--- src/hdl/otsu_frame_threshold_defines.svh ---
// Assertion macros for the Otsu threshold RTL, used by otsu_ft_back.
// Needs a clk and an active-low rst_n in the scope where a macro is used.
`ifndef OTSU_FRAME_THRESHOLD_DEFINES_SVH
`define OTSU_FRAME_THRESHOLD_DEFINES_SVH

// Same-cycle implication, checked out of reset.
`define OTSU_FT_ASSERT_IMP(lbl, ante, cons, msg) \
    lbl: assert property (@(posedge clk) disable iff (!rst_n) (ante) |-> (cons)) \
        else $error(msg);

// Next-cycle implication, checked out of reset.
`define OTSU_FT_ASSERT_NXT(lbl, ante, cons, msg) \
    lbl: assert property (@(posedge clk) disable iff (!rst_n) (ante) |=> (cons)) \
        else $error(msg);

`endif

--- src/hdl/otsu_ft_pkg.sv ---
// Shared constants and types for the Otsu frame threshold block.
// No dependencies; used by every module of the block.
`default_nettype none

package otsu_ft_pkg;

    localparam int COUNT_WIDTH = 16;
    localparam int NUM_BINS    = 256;
    localparam int PIX_W       = 8;
    // Pixel count and grey sum of one frame.
    localparam int N_W         = COUNT_WIDTH + 8;
    localparam int S_W         = COUNT_WIDTH + 16;
    // |s0*N - S*w0| and the operand widths of the shared multiplier.
    localparam int DIFF_W      = 2 * COUNT_WIDTH + 24;
    localparam int MA_W        = 4 * COUNT_WIDTH + 48;
    localparam int MB_W        = DIFF_W;
    localparam int MP_W        = MA_W + MB_W;
    localparam int MCNT_W      = $clog2(MB_W + 1);
    localparam int QDEPTH      = 4;
    localparam int QPTR_W      = $clog2(QDEPTH);

    localparam logic [COUNT_WIDTH-1:0] COUNT_MAX = '1;

    // One queued request: a pixel and its end-of-frame mark.
    typedef struct packed {
        logic [PIX_W-1:0] pixel;
        logic             last;
    } q_item_t;

    // Head of the request queue as seen by the back end.
    typedef struct packed {
        logic    valid;
        q_item_t item;
    } q_head_t;

    // Status of the serial multiplier.
    typedef struct packed {
        logic busy;
        logic done;
    } mul_stat_t;

    // Products computed for each candidate threshold (MOP_L and MOP_R only after the first).
    typedef enum logic [2:0] {
        MOP_A   = 3'd0,
        MOP_B   = 3'd1,
        MOP_NUM = 3'd2,
        MOP_DEN = 3'd3,
        MOP_L   = 3'd4,
        MOP_R   = 3'd5
    } mop_t;

endpackage

`default_nettype wire

--- src/hdl/otsu_ft_front.sv ---
// Front end: takes pixel requests from the input stream into a short queue.
// Depends on otsu_ft_pkg.
`default_nettype none

module otsu_ft_front (
    input  wire                       clk,
    input  wire                       rst_n,
    input  wire                       s_tvalid,
    output logic                      s_tready,
    input  wire  [7:0]                s_tdata,   // [7:0] pixel
    input  wire                       s_tlast,
    output otsu_ft_pkg::q_head_t      head,
    input  wire                       pop
);
    import otsu_ft_pkg::*;

    q_item_t             q_reg [QDEPTH];
    logic [QPTR_W-1:0]   wr_ptr_reg;
    logic [QPTR_W-1:0]   rd_ptr_reg;
    logic [QPTR_W:0]     count_reg;
    logic                push;

    assign s_tready = (count_reg != (QPTR_W + 1)'(QDEPTH));
    assign push     = s_tvalid && s_tready;

    assign head.valid = (count_reg != '0);
    assign head.item  = q_reg[rd_ptr_reg];

    // Queue storage.
    always_ff @(posedge clk)
    begin
        if (push)
        begin
            q_reg[wr_ptr_reg] <= '{pixel: s_tdata[PIX_W-1:0], last: s_tlast};
        end
    end

    // Queue pointers and fill level.
    always_ff @(posedge clk or negedge rst_n)
    begin
        if (!rst_n)
        begin
            wr_ptr_reg <= '0;
            rd_ptr_reg <= '0;
            count_reg  <= '0;
        end
        else
        begin
            if (push)
            begin
                wr_ptr_reg <= wr_ptr_reg + 1'b1;
            end
            if (pop)
            begin
                rd_ptr_reg <= rd_ptr_reg + 1'b1;
            end
            if (push && !pop)
            begin
                count_reg <= count_reg + 1'b1;
            end
            else if (pop && !push)
            begin
                count_reg <= count_reg - 1'b1;
            end
        end
    end

endmodule

`default_nettype wire

--- config.mk ---
export PLATFORM = sky130hd
export DESIGN_NAME = otsu_ft_front
export DESIGN_NICKNAME = d
export VERILOG_FILES = /design/src/hdl/otsu_frame_threshold_defines.svh /design/src/hdl/otsu_ft_pkg.sv /design/src/hdl/otsu_ft_front.sv
export SDC_FILE = /design/constraint.sdc
export NUM_CORES = 1
export LEC_CHECK = 0
export ABC_AREA = 1
export BUFFER_PORTS_ARGS = -buffer_cell sky130_fd_sc_hd__buf_2
export CORE_MARGIN = 2
export CORE_UTILIZATION = 55
export CTS_BUF_LIST = sky130_fd_sc_hd__clkbuf_8 sky130_fd_sc_hd__clkbuf_16
export DETAILED_ROUTE_END_ITERATION = 10
export PLACE_DENSITY_LB_ADDON = 0.3
export SLEW_MARGIN = 20
export SYNTH_ARGS = -nofsm -noshare
export SYNTH_HDL_FRONTEND = slang
export SYNTH_SLANG_ARGS = --single-unit
--- constraint.sdc ---
create_clock -name clk -period 4.4 [get_ports clk]
set_clock_uncertainty 0.1 [all_clocks]
set_input_delay 1.32 -clock clk [delete_from_list [all_inputs] [get_ports clk]]
set_output_delay 1.32 -clock clk [all_outputs]
set_load 0.02 [all_outputs]
==> results.yml, run 1 <==
cts:
  cts_buffers: 5
  post_cts_buffers: 0
  cts_hold_buf: 0
  clock_latency_ns: 0.29
  clock-sinks: 43
  clockRootBuffer: "clkbuf_8"
  cts.path.max_buffers: 2
  clk_pin_slew_ns: 0.08
  h-tree-depth: 2
  cts_tree: "yes"
  post_cts_resized: 0
setup_path:
  start_kind: "flip-flop"
  cp.required_ns: 2.98
  crit_path_frequent_cell: "nand2_1"
  critPathCaptureType: "output pin"
  max_stage_delay_ns: 0.60
  crit_chain: "buf_4 -> nand2_1 -> o211ai_1 -> nand2_1 -> buf_2"
  worst_r2r_path_depth: 9
  path_class: "reg -> out"
  cp_max_fo: 28
  cp_slowest_cell: "dfrtp_1"
  critPathArrivalTime_ns: 1.71
finish:
  drive_gt1_share_pct: 24.5
  largest_reg_flops: 36
  nets: 202
  antennaDiodeCount: 0
  postLayoutCellArea_um2: 2150
  utilization_pct: 64.0
  syn2layout_area_growth_pct: 10.8
sta:
  slew_violations: 0
  final.setup.tns_ns: 0
  fin_hold_ws_ns: 0.439
  tightest_slew_ns: 0.913
  setup_slack_ns: 1.27
  fin_crit_sh_pct: 71.1
  maxSlewHeadroom_pct: 38.9
  fmax_mhz: 319
  period_needed_ns: 3.13
  setup_viol: 0
  rsz0062_at_grt: "false"
  hold_violations: 0
grt:
  grt_use_total_pct: 18.3
  globalRouteOverflowTotal: 0
  grt_pass1_vias: 1123
  grt_pass1_wl_um: 5300
  grt_max_degree: 29
  antenna_found_initial: 0
placed_design:
  routabilityCongestion: 0.758
  pre_cts_ws_ns: 1.60
  numPortBuffers: 23
  hpwlAfterDp_um: 2210
  placed_area_um2: 2070
floorplanning:
  ios: 24
  die-area_um2: 4020
  core_area_um2: 3360
  start_util_pct: 57.8
  die_h_um: 63.4
  fp-row-count: 21
  die-width_um: 63.4
yosys:
  syn-mean-instance-area_um2: 12.4
  synth_cells: 157
  synth_cell_types: 23
  syn-num-nets: 176
  ys_warn_count: 0
  syn-cell-area_um2: 1940
  synth_top_area_share_pct: 55.6
  ys_seq_elements: 43
  yosysTopAreaCell: "edfxtp_1"
  ys_seq_area_share_pct: 64.6
  synthTopCellsByArea: "edfxtp_1 (56%), dfrtp_1 (9.0%), nand2_1 (7.1%)"
detailed_routing:
  wirelength_um: 3180
  drt-wirelength-per-cell_um: 13.8
  viasPerCell: 4.96
  drt_first_iter_violations: 37
  num_vias: 1140
  drt_first_pass_iters: 4
  ant_nets: 0
  drc_errors: 0
pwr:
  vdd_drop_max_mv: 0.368
  leakage_nw: 0.933
  powerDensity_nw_per_um2: 663
min_path:
  hold_depth: 2
  hp-class: "reg -> reg"
run_status:
  status: "complete, no violations"
job:
  drv_cap: 0
where the power goes:
part	switching, W	internal [W]	total [W]	leakage, nW
clock	0.000125	0.000108	0.000233	0.0392
sequential	0.0000821	0.000548	0.000630	0.413
combinational	0.000369	0.000195	0.000565	0.481
cell usage after synthesis, drive strengths merged:
cell type  instances
buf                5
dfrtp              7
edfxtp            36
fa                 1
ha                 5
inv               33
nand2             38
nand3              5
nand4              1
nor2               4
o211ai            18
o21ai              1
xnor2              1
xor2               2
layout by cell type (no fill, tap or decap), types with 2 or more instances in the layout:
cell type / n
o211ai_2: 10
nand2_1: 37
inv_1: 31
edfxtp_1: 36
clkinv_1: 2
nor2_1: 4
ha_1: 5
clkbuf_8: 5
dfrtp_1: 7
nand3_1: 4
o211ai_1: 8
buf_2: 23
cells by family after synthesis:
| family | Yosys count | share of synthesized area, % |
|---|---|---|
| compound gates | 19 | 9.79 |
| fa+ha+maj | 6 | 4.25 |
| simple gates | 48 | 10.1 |
| flops | 43 | 64.6 |
| xor+xnor | 3 | 1.74 |
| buf+inv | 38 | 9.47 |
worst max-delay path, delay by kind of cell, from the launching register on:
kind                   cells  cell delay, ns
AO/OA/AOI/OAI              1            0.10
buffers and inverters      2            0.55
flip-flops                 1            0.60
AND/OR/NAND/NOR            2            0.17
metal layers:
metal | vias to the layer above | wire length (µm) | GRT usage (%)
li1 | 569 | - | -
met1 | 534 | 1310 | 21.4
met2 | 32 | 1660 | 31.6
met3 | 5 | 152 | 4.11
met4 | 0 | 58 | 8.97
met5 | - | 0 | 0
worst paths after layout:
| path | startpoint | endpoint | slack (ns) |
|---|---|---|---|
| setup / recovery | rd_ptr_reg[0]$_DFFE_PN0P_ | head[1] | 1.27 |
| hold / removal | wr_ptr_reg[1]$_DFFE_PN0P_ | wr_ptr_reg[1]$_DFFE_PN0P_ | 0.44 |
| setup reg to reg | count_reg[1]$_DFFE_PN0P_ | count_reg[1]$_DFFE_PN0P_ | 2.45 |
| hold reg to reg | wr_ptr_reg[1]$_DFFE_PN0P_ | wr_ptr_reg[1]$_DFFE_PN0P_ | 0.44 |
| max in group asynchronous | rst_n | wr_ptr_reg[0]$_DFFE_PN0P_ | 3.28 |
| min in group asynchronous | rst_n | count_reg[1]$_DFFE_PN0P_ | 0.75 |
metrics by stage:
step           std cells  power (W)
2_1_floorplan        157    0.00108
3_3_place_gp         222    0.00117
5_1_grt              230    0.00153
3_5_place_dp         222    0.00121
4_1_cts              230    0.00144
6_report             230    0.00143
final cells by class:
cell class	instances	area, µm²
Inverter	33	129
Timing Repair Buffer	24	123
Tap cell	46	57.6
Clock buffer	5	68.8
Sequential cell	43	1260
Clock inverter	3	15.0
Multi-Input combinational cell	76	503
Fill cell	290	1210
Power figures use the tool's default switching activity.
==> run 2: changes to the inputs <==
--- a/config.mk
+++ b/config.mk
@@ -5,7 +5,7 @@
 export SDC_FILE = /design/constraint.sdc
 export NUM_CORES = 1
 export LEC_CHECK = 0
-export ABC_AREA = 1
+export ABC_AREA = 0
 export BUFFER_PORTS_ARGS = -buffer_cell sky130_fd_sc_hd__buf_2
 export CORE_MARGIN = 2
 export CORE_UTILIZATION = 55
==> constraint.sdc (replaced) <==
create_clock -name clk -period 3.21 [get_ports clk]
set_clock_uncertainty 0.1 [all_clocks]
set_input_delay 0.963 -clock clk [delete_from_list [all_inputs] [get_ports clk]]
set_output_delay 0.963 -clock clk [all_outputs]
set_load 0.02 [all_outputs]
==> results.yml, run 2 <==
pwr:
  powerDensity_nw_per_um2: 901
  p_seq_share_pct: 50.1
  finalPower_w: 0.00175
  vdd_drop_max_mv: 0.499
  switchingPower_w: 0.000585
  combinationalPowerShare_pct: 31.7
  clkPwrFrac_pct: 18.2
  netSwitchingFraction_pct: 33.4
  leakage_nw: 0.730
  cell_internal_pwr_w: 0.00117
detailed_routing:
  ant_nets: 0
  dr_wl_met3_um: 98
  drt_first_pass_iters: 3
  drc_errors: 0
  wl_met2_um: 1360
  num_vias: 805
  drt_first_iter_violations: 18
  drt-wirelength-per-cell_um: 17.8
  top_layer: "met4"
  viasPerCell: 5.59
  m1WireLength_um: 1060
  wirelength_um: 2570
sta:
  slew_violations: 0
  setup_slack_ns: 0.333
  rsz0062_at_grt: "false"
  fmax_mhz: 348
  hold_violations: 0
  fin_crit_sh_pct: 89.6
  final.setup.tns_ns: 0
  period_needed_ns: 2.88
  maxSlewHeadroom_pct: 58.4
  tightest_slew_ns: 0.624
  setup_viol: 0
cts:
  clk_pin_slew_ns: 0.08
  cts_buffers: 5
  clock_latency_ns: 0.28
  post_cts_resized: 0
  cts_tree: "yes"
  cts_hold_buf: 0
  clockRootBuffer: "clkbuf_8"
  post_cts_buffers: 0
  h-tree-depth: 2
  clock-sinks: 43
  cts.path.max_buffers: 2
yosys:
  syn-mean-instance-area_um2: 21.0
  yosys-top-cells-count: "edfxtp_1 (36), mux4_2 (8), dfrtp_1 (7), ha_1 (5)"
  synthFlopType: "edfxtp_1"
  synth.most_common_cell: "edfxtp_1"
  synth_edf_count: 36
  synth_cells: 82
  ys_seq_elements: 43
  ys_warn_count: 0
  syn-cell-area_um2: 1720
  synth_top_area_share_pct: 62.9
  synthTopCellsByArea: "edfxtp_1 (63%), mux4_2 (10%), dfrtp_1 (10%)"
  yosysTopAreaCell: "edfxtp_1"
  syn-num-nets: 101
  ys_seq_area_share_pct: 73.1
  async_flop_share_pct: 16.3
  synth_cell_types: 19
placed_design:
  numPortBuffers: 23
  routabilityCongestion: 0.616
  pre_cts_ws_ns: 0.604
  placed_area_um2: 1860
  hpwlAfterDp_um: 1770
finish:
  syn2layout_area_growth_pct: 13.0
  antennaDiodeCount: 0
  postLayoutCellArea_um2: 1940
  drive_gt1_share_pct: 37.8
  utilization_pct: 64.7
  layout_common_cells: "edfxtp_1 (36), buf_2 (23), mux4_2 (8)"
  final_common_cell: "edfxtp_1"
  largest_reg_flops: 36
  nets: 129
grt:
  grt_pass1_vias: 802
  grt_use_total_pct: 15.6
  globalRouteOverflowTotal: 0
  grt_pass1_wl_um: 3750
  grt_max_degree: 14
  antenna_found_initial: 0
min_path:
  hp-class: "in -> async"
floorplanning:
  die-area_um2: 3590
  start_util_pct: 57.3
  die-width_um: 59.9
  ios: 24
  die_h_um: 59.9
  fp-row-count: 20
  core_area_um2: 3000
job:
  drv_cap: 0
setup_path:
  critPathCaptureType: "output pin"
  path_class: "reg -> out"
  cp.required_ns: 2.15
  cp_max_fo: 11
  critPathArrivalTime_ns: 1.81
  start_kind: "flip-flop"
run_status:
  status: "complete, no violations"
## run 2: power by group through the flow
stage / clock network (W) / registers (W) / logic, W
3_3_place_gp: 0 / 0.000883 / 0.000539
5_1_grt: 0.000346 / 0.000899 / 0.000600
2_1_floorplan: 0 / 0.000816 / 0.000478
4_1_cts: 0.000330 / 0.000882 / 0.000565
3_5_place_dp: 0 / 0.000894 / 0.000565
6_report: 0.000318 / 0.000878 / 0.000555
## run 2: critical path: stages (launching register included)
cell	delay, ns
dfrtp_1	0.74
mux4_1	0.61
buf_2	0.17
## run 2: routing by layer
layer	track usage [%]	vias to the layer above
li1	-	368
met1	18.0	413
met5	0	-
met2	25.5	17
met3	5.19	7
met4	9.21	0
## run 2: cell type report
class / count / area, µm²
sequential: 43 / 1260
timing repair buffer: 23 / 115
inverter: 4 / 15.0
clock buffer: 5 / 68.8
clock inverter: 3 / 15.0
multi-input combinational: 33 / 432
tap: 33 / 41.3
fill: 215 / 1060
## run 2: metrics by stage
stage,hold slack [ns],instances
after global routing,0.396,144
after detailed placement,0.447,136
after floorplan,0.412,82
after global placement,0.421,136
final,0.399,144
after CTS,0.391,144
## run 2: path summary, 6_finish.rpt
kind | slack (ns) | cells after the start | to | from
setup / recovery | 0.33 | 2 | head[4] | rd_ptr_reg[0]$_DFFE_PN0P_
hold / removal | 0.40 | 1 | count_reg[1]$_DFFE_PN0P_ | rst_n
setup reg to reg | 1.12 | 8 | count_reg[2]$_DFFE_PN0P_ | count_reg[0]$_DFFE_PN0P_
hold reg to reg | 0.46 | 1 | wr_ptr_reg[1]$_DFFE_PN0P_ | wr_ptr_reg[1]$_DFFE_PN0P_
max in group asynchronous | 2.45 | 1 | rd_ptr_reg[0]$_DFFE_PN0P_ | rst_n
min in group clk | 0.46 | 1 | wr_ptr_reg[1]$_DFFE_PN0P_ | wr_ptr_reg[1]$_DFFE_PN0P_
## run 2: logic make-up after synthesis
group	after synthesis	synth area share, %
buffers and inverters	6	1.82
adder cells (fa/ha/maj)	6	4.80
XOR/XNOR	6	3.06
AO/OA/AOI/OAI	1	1.09
multiplexers	11	13.3
flip-flops	43	73.1
AND/OR/NAND/NOR	9	2.84
==> run 3: changes to the inputs <==
--- a/config.mk
+++ b/config.mk
@@ -7,11 +7,13 @@
 export LEC_CHECK = 0
 export ABC_AREA = 0
 export BUFFER_PORTS_ARGS = -buffer_cell sky130_fd_sc_hd__buf_2
+export CORE_ASPECT_RATIO = 1.25
 export CORE_MARGIN = 2
 export CORE_UTILIZATION = 55
 export CTS_BUF_LIST = sky130_fd_sc_hd__clkbuf_8 sky130_fd_sc_hd__clkbuf_16
 export DETAILED_ROUTE_END_ITERATION = 10
 export PLACE_DENSITY_LB_ADDON = 0.3
+export RECOVER_POWER = 25
 export SLEW_MARGIN = 20
 export SYNTH_ARGS = -nofsm -noshare
 export SYNTH_HDL_FRONTEND = slang
==> results.yml, run 3 (same netlist as run 2, synthesis figures left out) <==
cts:
  clk_pin_slew_ns: 0.07
  cts.path.max_buffers: 2
  post_cts_buffers: 0
  clockRootBuffer: "clkbuf_8"
  h-tree-depth: 2
  cts_hold_buf: 0
  post_cts_resized: 0
  clock-sinks: 43
  clock_latency_ns: 0.29
  cts_buffers: 5
  cts_tree: "yes"
detailed_routing:
  num_vias: 790
  drt_first_pass_iters: 4
  drt-wirelength-per-cell_um: 17.1
  drt_first_iter_violations: 15
  wirelength_um: 2530
  viasPerCell: 5.34
  ant_nets: 0
  drc_errors: 0
setup_path:
  critPathArrivalTime_ns: 1.77
  worst_r2r_path_depth: 8
  endpoint: "head[6]"
  start_kind: "flip-flop"
  cp-startpoint: "rd_ptr_reg[0]$_DFFE_PN0P_"
  cp_max_fo: 7
  crit_chain: "buf_4 -> mux4_2 -> buf_2"
  path_class: "reg -> out"
  reg2reg_setup_slack_ns: 1.13
  critPathBufInv: 2
  worst-path-stages: 3
  cp_top_family: "flip-flops"
  cp_slowest_cell: "dfrtp_1"
  worstReg2RegStart: "count_reg[0]$_DFFE_PN0P_"
  critPathCaptureType: "output pin"
  cp.required_ns: 2.15
  max_stage_delay_ns: 0.56
  reg2reg_to: "count_reg[2]$_DFFE_PN0P_"
run_status:
  status: "complete, no violations"
sta:
  maxSlewHeadroom_pct: 66.9
  fmax_mhz: 353
  period_needed_ns: 2.84
  rsz0062_at_grt: "false"
  hold_violations: 0
  fin_hold_ws_ns: 0.458
  fin_crit_sh_pct: 88.3
  setup_viol: 0
  final.setup.tns_ns: 0
  setup_slack_ns: 0.374
  tightest_slew_ns: 0.496
  slew_violations: 0
finish:
  layout_common_cells: "edfxtp_1 (36), buf_2 (17), mux4_2 (8)"
  postLayoutCellArea_um2: 1950
  syn2layout_area_growth_pct: 13.6
  largest_reg_flops: 36
  utilization_pct: 65.7
  drive_gt1_share_pct: 31.3
  num-fill-cells: 216
  final_common_cell: "edfxtp_1"
  antennaDiodeCount: 0
  nets: 130
floorplanning:
  fp-row-count: 22
  die_h_um: 66.5
  die-area_um2: 3590
  core_area_um2: 2970
  ios: 24
  start_util_pct: 57.8
  die-width_um: 54.0
pwr:
  leakage_nw: 0.720
  powerDensity_nw_per_um2: 905
  vdd_drop_max_mv: 0.548
grt:
  antenna_found_initial: 0
  grt_pass1_vias: 867
  grt_use_met3_pct: 6.73
  grt_pass1_wl_um: 4110
  busiest_layer: "met2"
  grt_use_total_pct: 17.4
  globalRouteOverflowTotal: 0
  grtUsageMet2_pct: 28.7
  grt_util_met1_pct: 20.3
  grt_max_degree: 13
placed_design:
  hpwlAfterDp_um: 1760
  pre_cts_ws_ns: 0.626
  routabilityCongestion: 0.672
  placed_area_um2: 1870
  numPortBuffers: 23
job:
  drv_cap: 0
min_path:
  hp-class: "in -> async"
[run 3: cell types whose count changed in the layout (fill, tap and decap cells not counted)]
cell / change
buf_4: +1
inv_1: +1
clkbuf_1: +6
clkinv_1: +1
clkbuf_8: +1
clkinv_2: -3
buf_2: -6
[run 3: how the worst min path moves through the flow]
stage / start / to / slack (ns) / cells past startpoint
4_1_cts: rst_n / wr_ptr_reg[0]$_DFFE_PN0P_ / 0.39 / 1
6_report: rst_n / wr_ptr_reg[1]$_DFFE_PN0P_ / 0.46 / 1
3_5_place_dp: wr_ptr_reg[1]$_DFFE_PN0P_ / wr_ptr_reg[1]$_DFFE_PN0P_ / 0.45 / 1
5_1_grt: rst_n / wr_ptr_reg[0]$_DFFE_PN0P_ / 0.48 / 1
3_3_place_gp: wr_ptr_reg[1]$_DFFE_PN0P_ / wr_ptr_reg[1]$_DFFE_PN0P_ / 0.43 / 1
2_1_floorplan: wr_ptr_reg[1]$_DFFE_PN0P_ / wr_ptr_reg[1]$_DFFE_PN0P_ / 0.41 / 1
[run 3: through the flow]
| stage | instances | power, W |
|---|---|---|
| 2_1_floorplan | 82 | 0.00129 |
| 3_3_place_gp | 140 | 0.00143 |
| 3_5_place_dp | 140 | 0.00146 |
| 4_1_cts | 148 | 0.00179 |
| 5_1_grt | 148 | 0.00187 |
| 6_report | 148 | 0.00177 |
[run 3: final cells by class]
class	count	area [µm²]	share of cell area (%)
multi-input cells	33	432	22.1
well taps	36	45.0	2.31
clock buffers	6	82.6	4.23
flip-flops and latches	43	1260	64.3
inverters	4	15.0	0.769
clock inverters	2	7.51	0.384
repair buffers	24	115	5.89
[run 3: where the power goes]
part	switching, W	total [W]	internal, W	leakage [nW]
Combinational	0.000307	0.000575	0.000268	0.259
Clock	0.000164	0.000333	0.000169	0.0500
Sequential	0.000106	0.000861	0.000755	0.411
[run 3: metal layers]
layer | part of all wire, % | routed length [µm]
met1 | 42 | 1080
met2 | 52 | 1330
met3 | 4.0 | 102
met4 | 1.1 | 29
met5 | 0 | 0
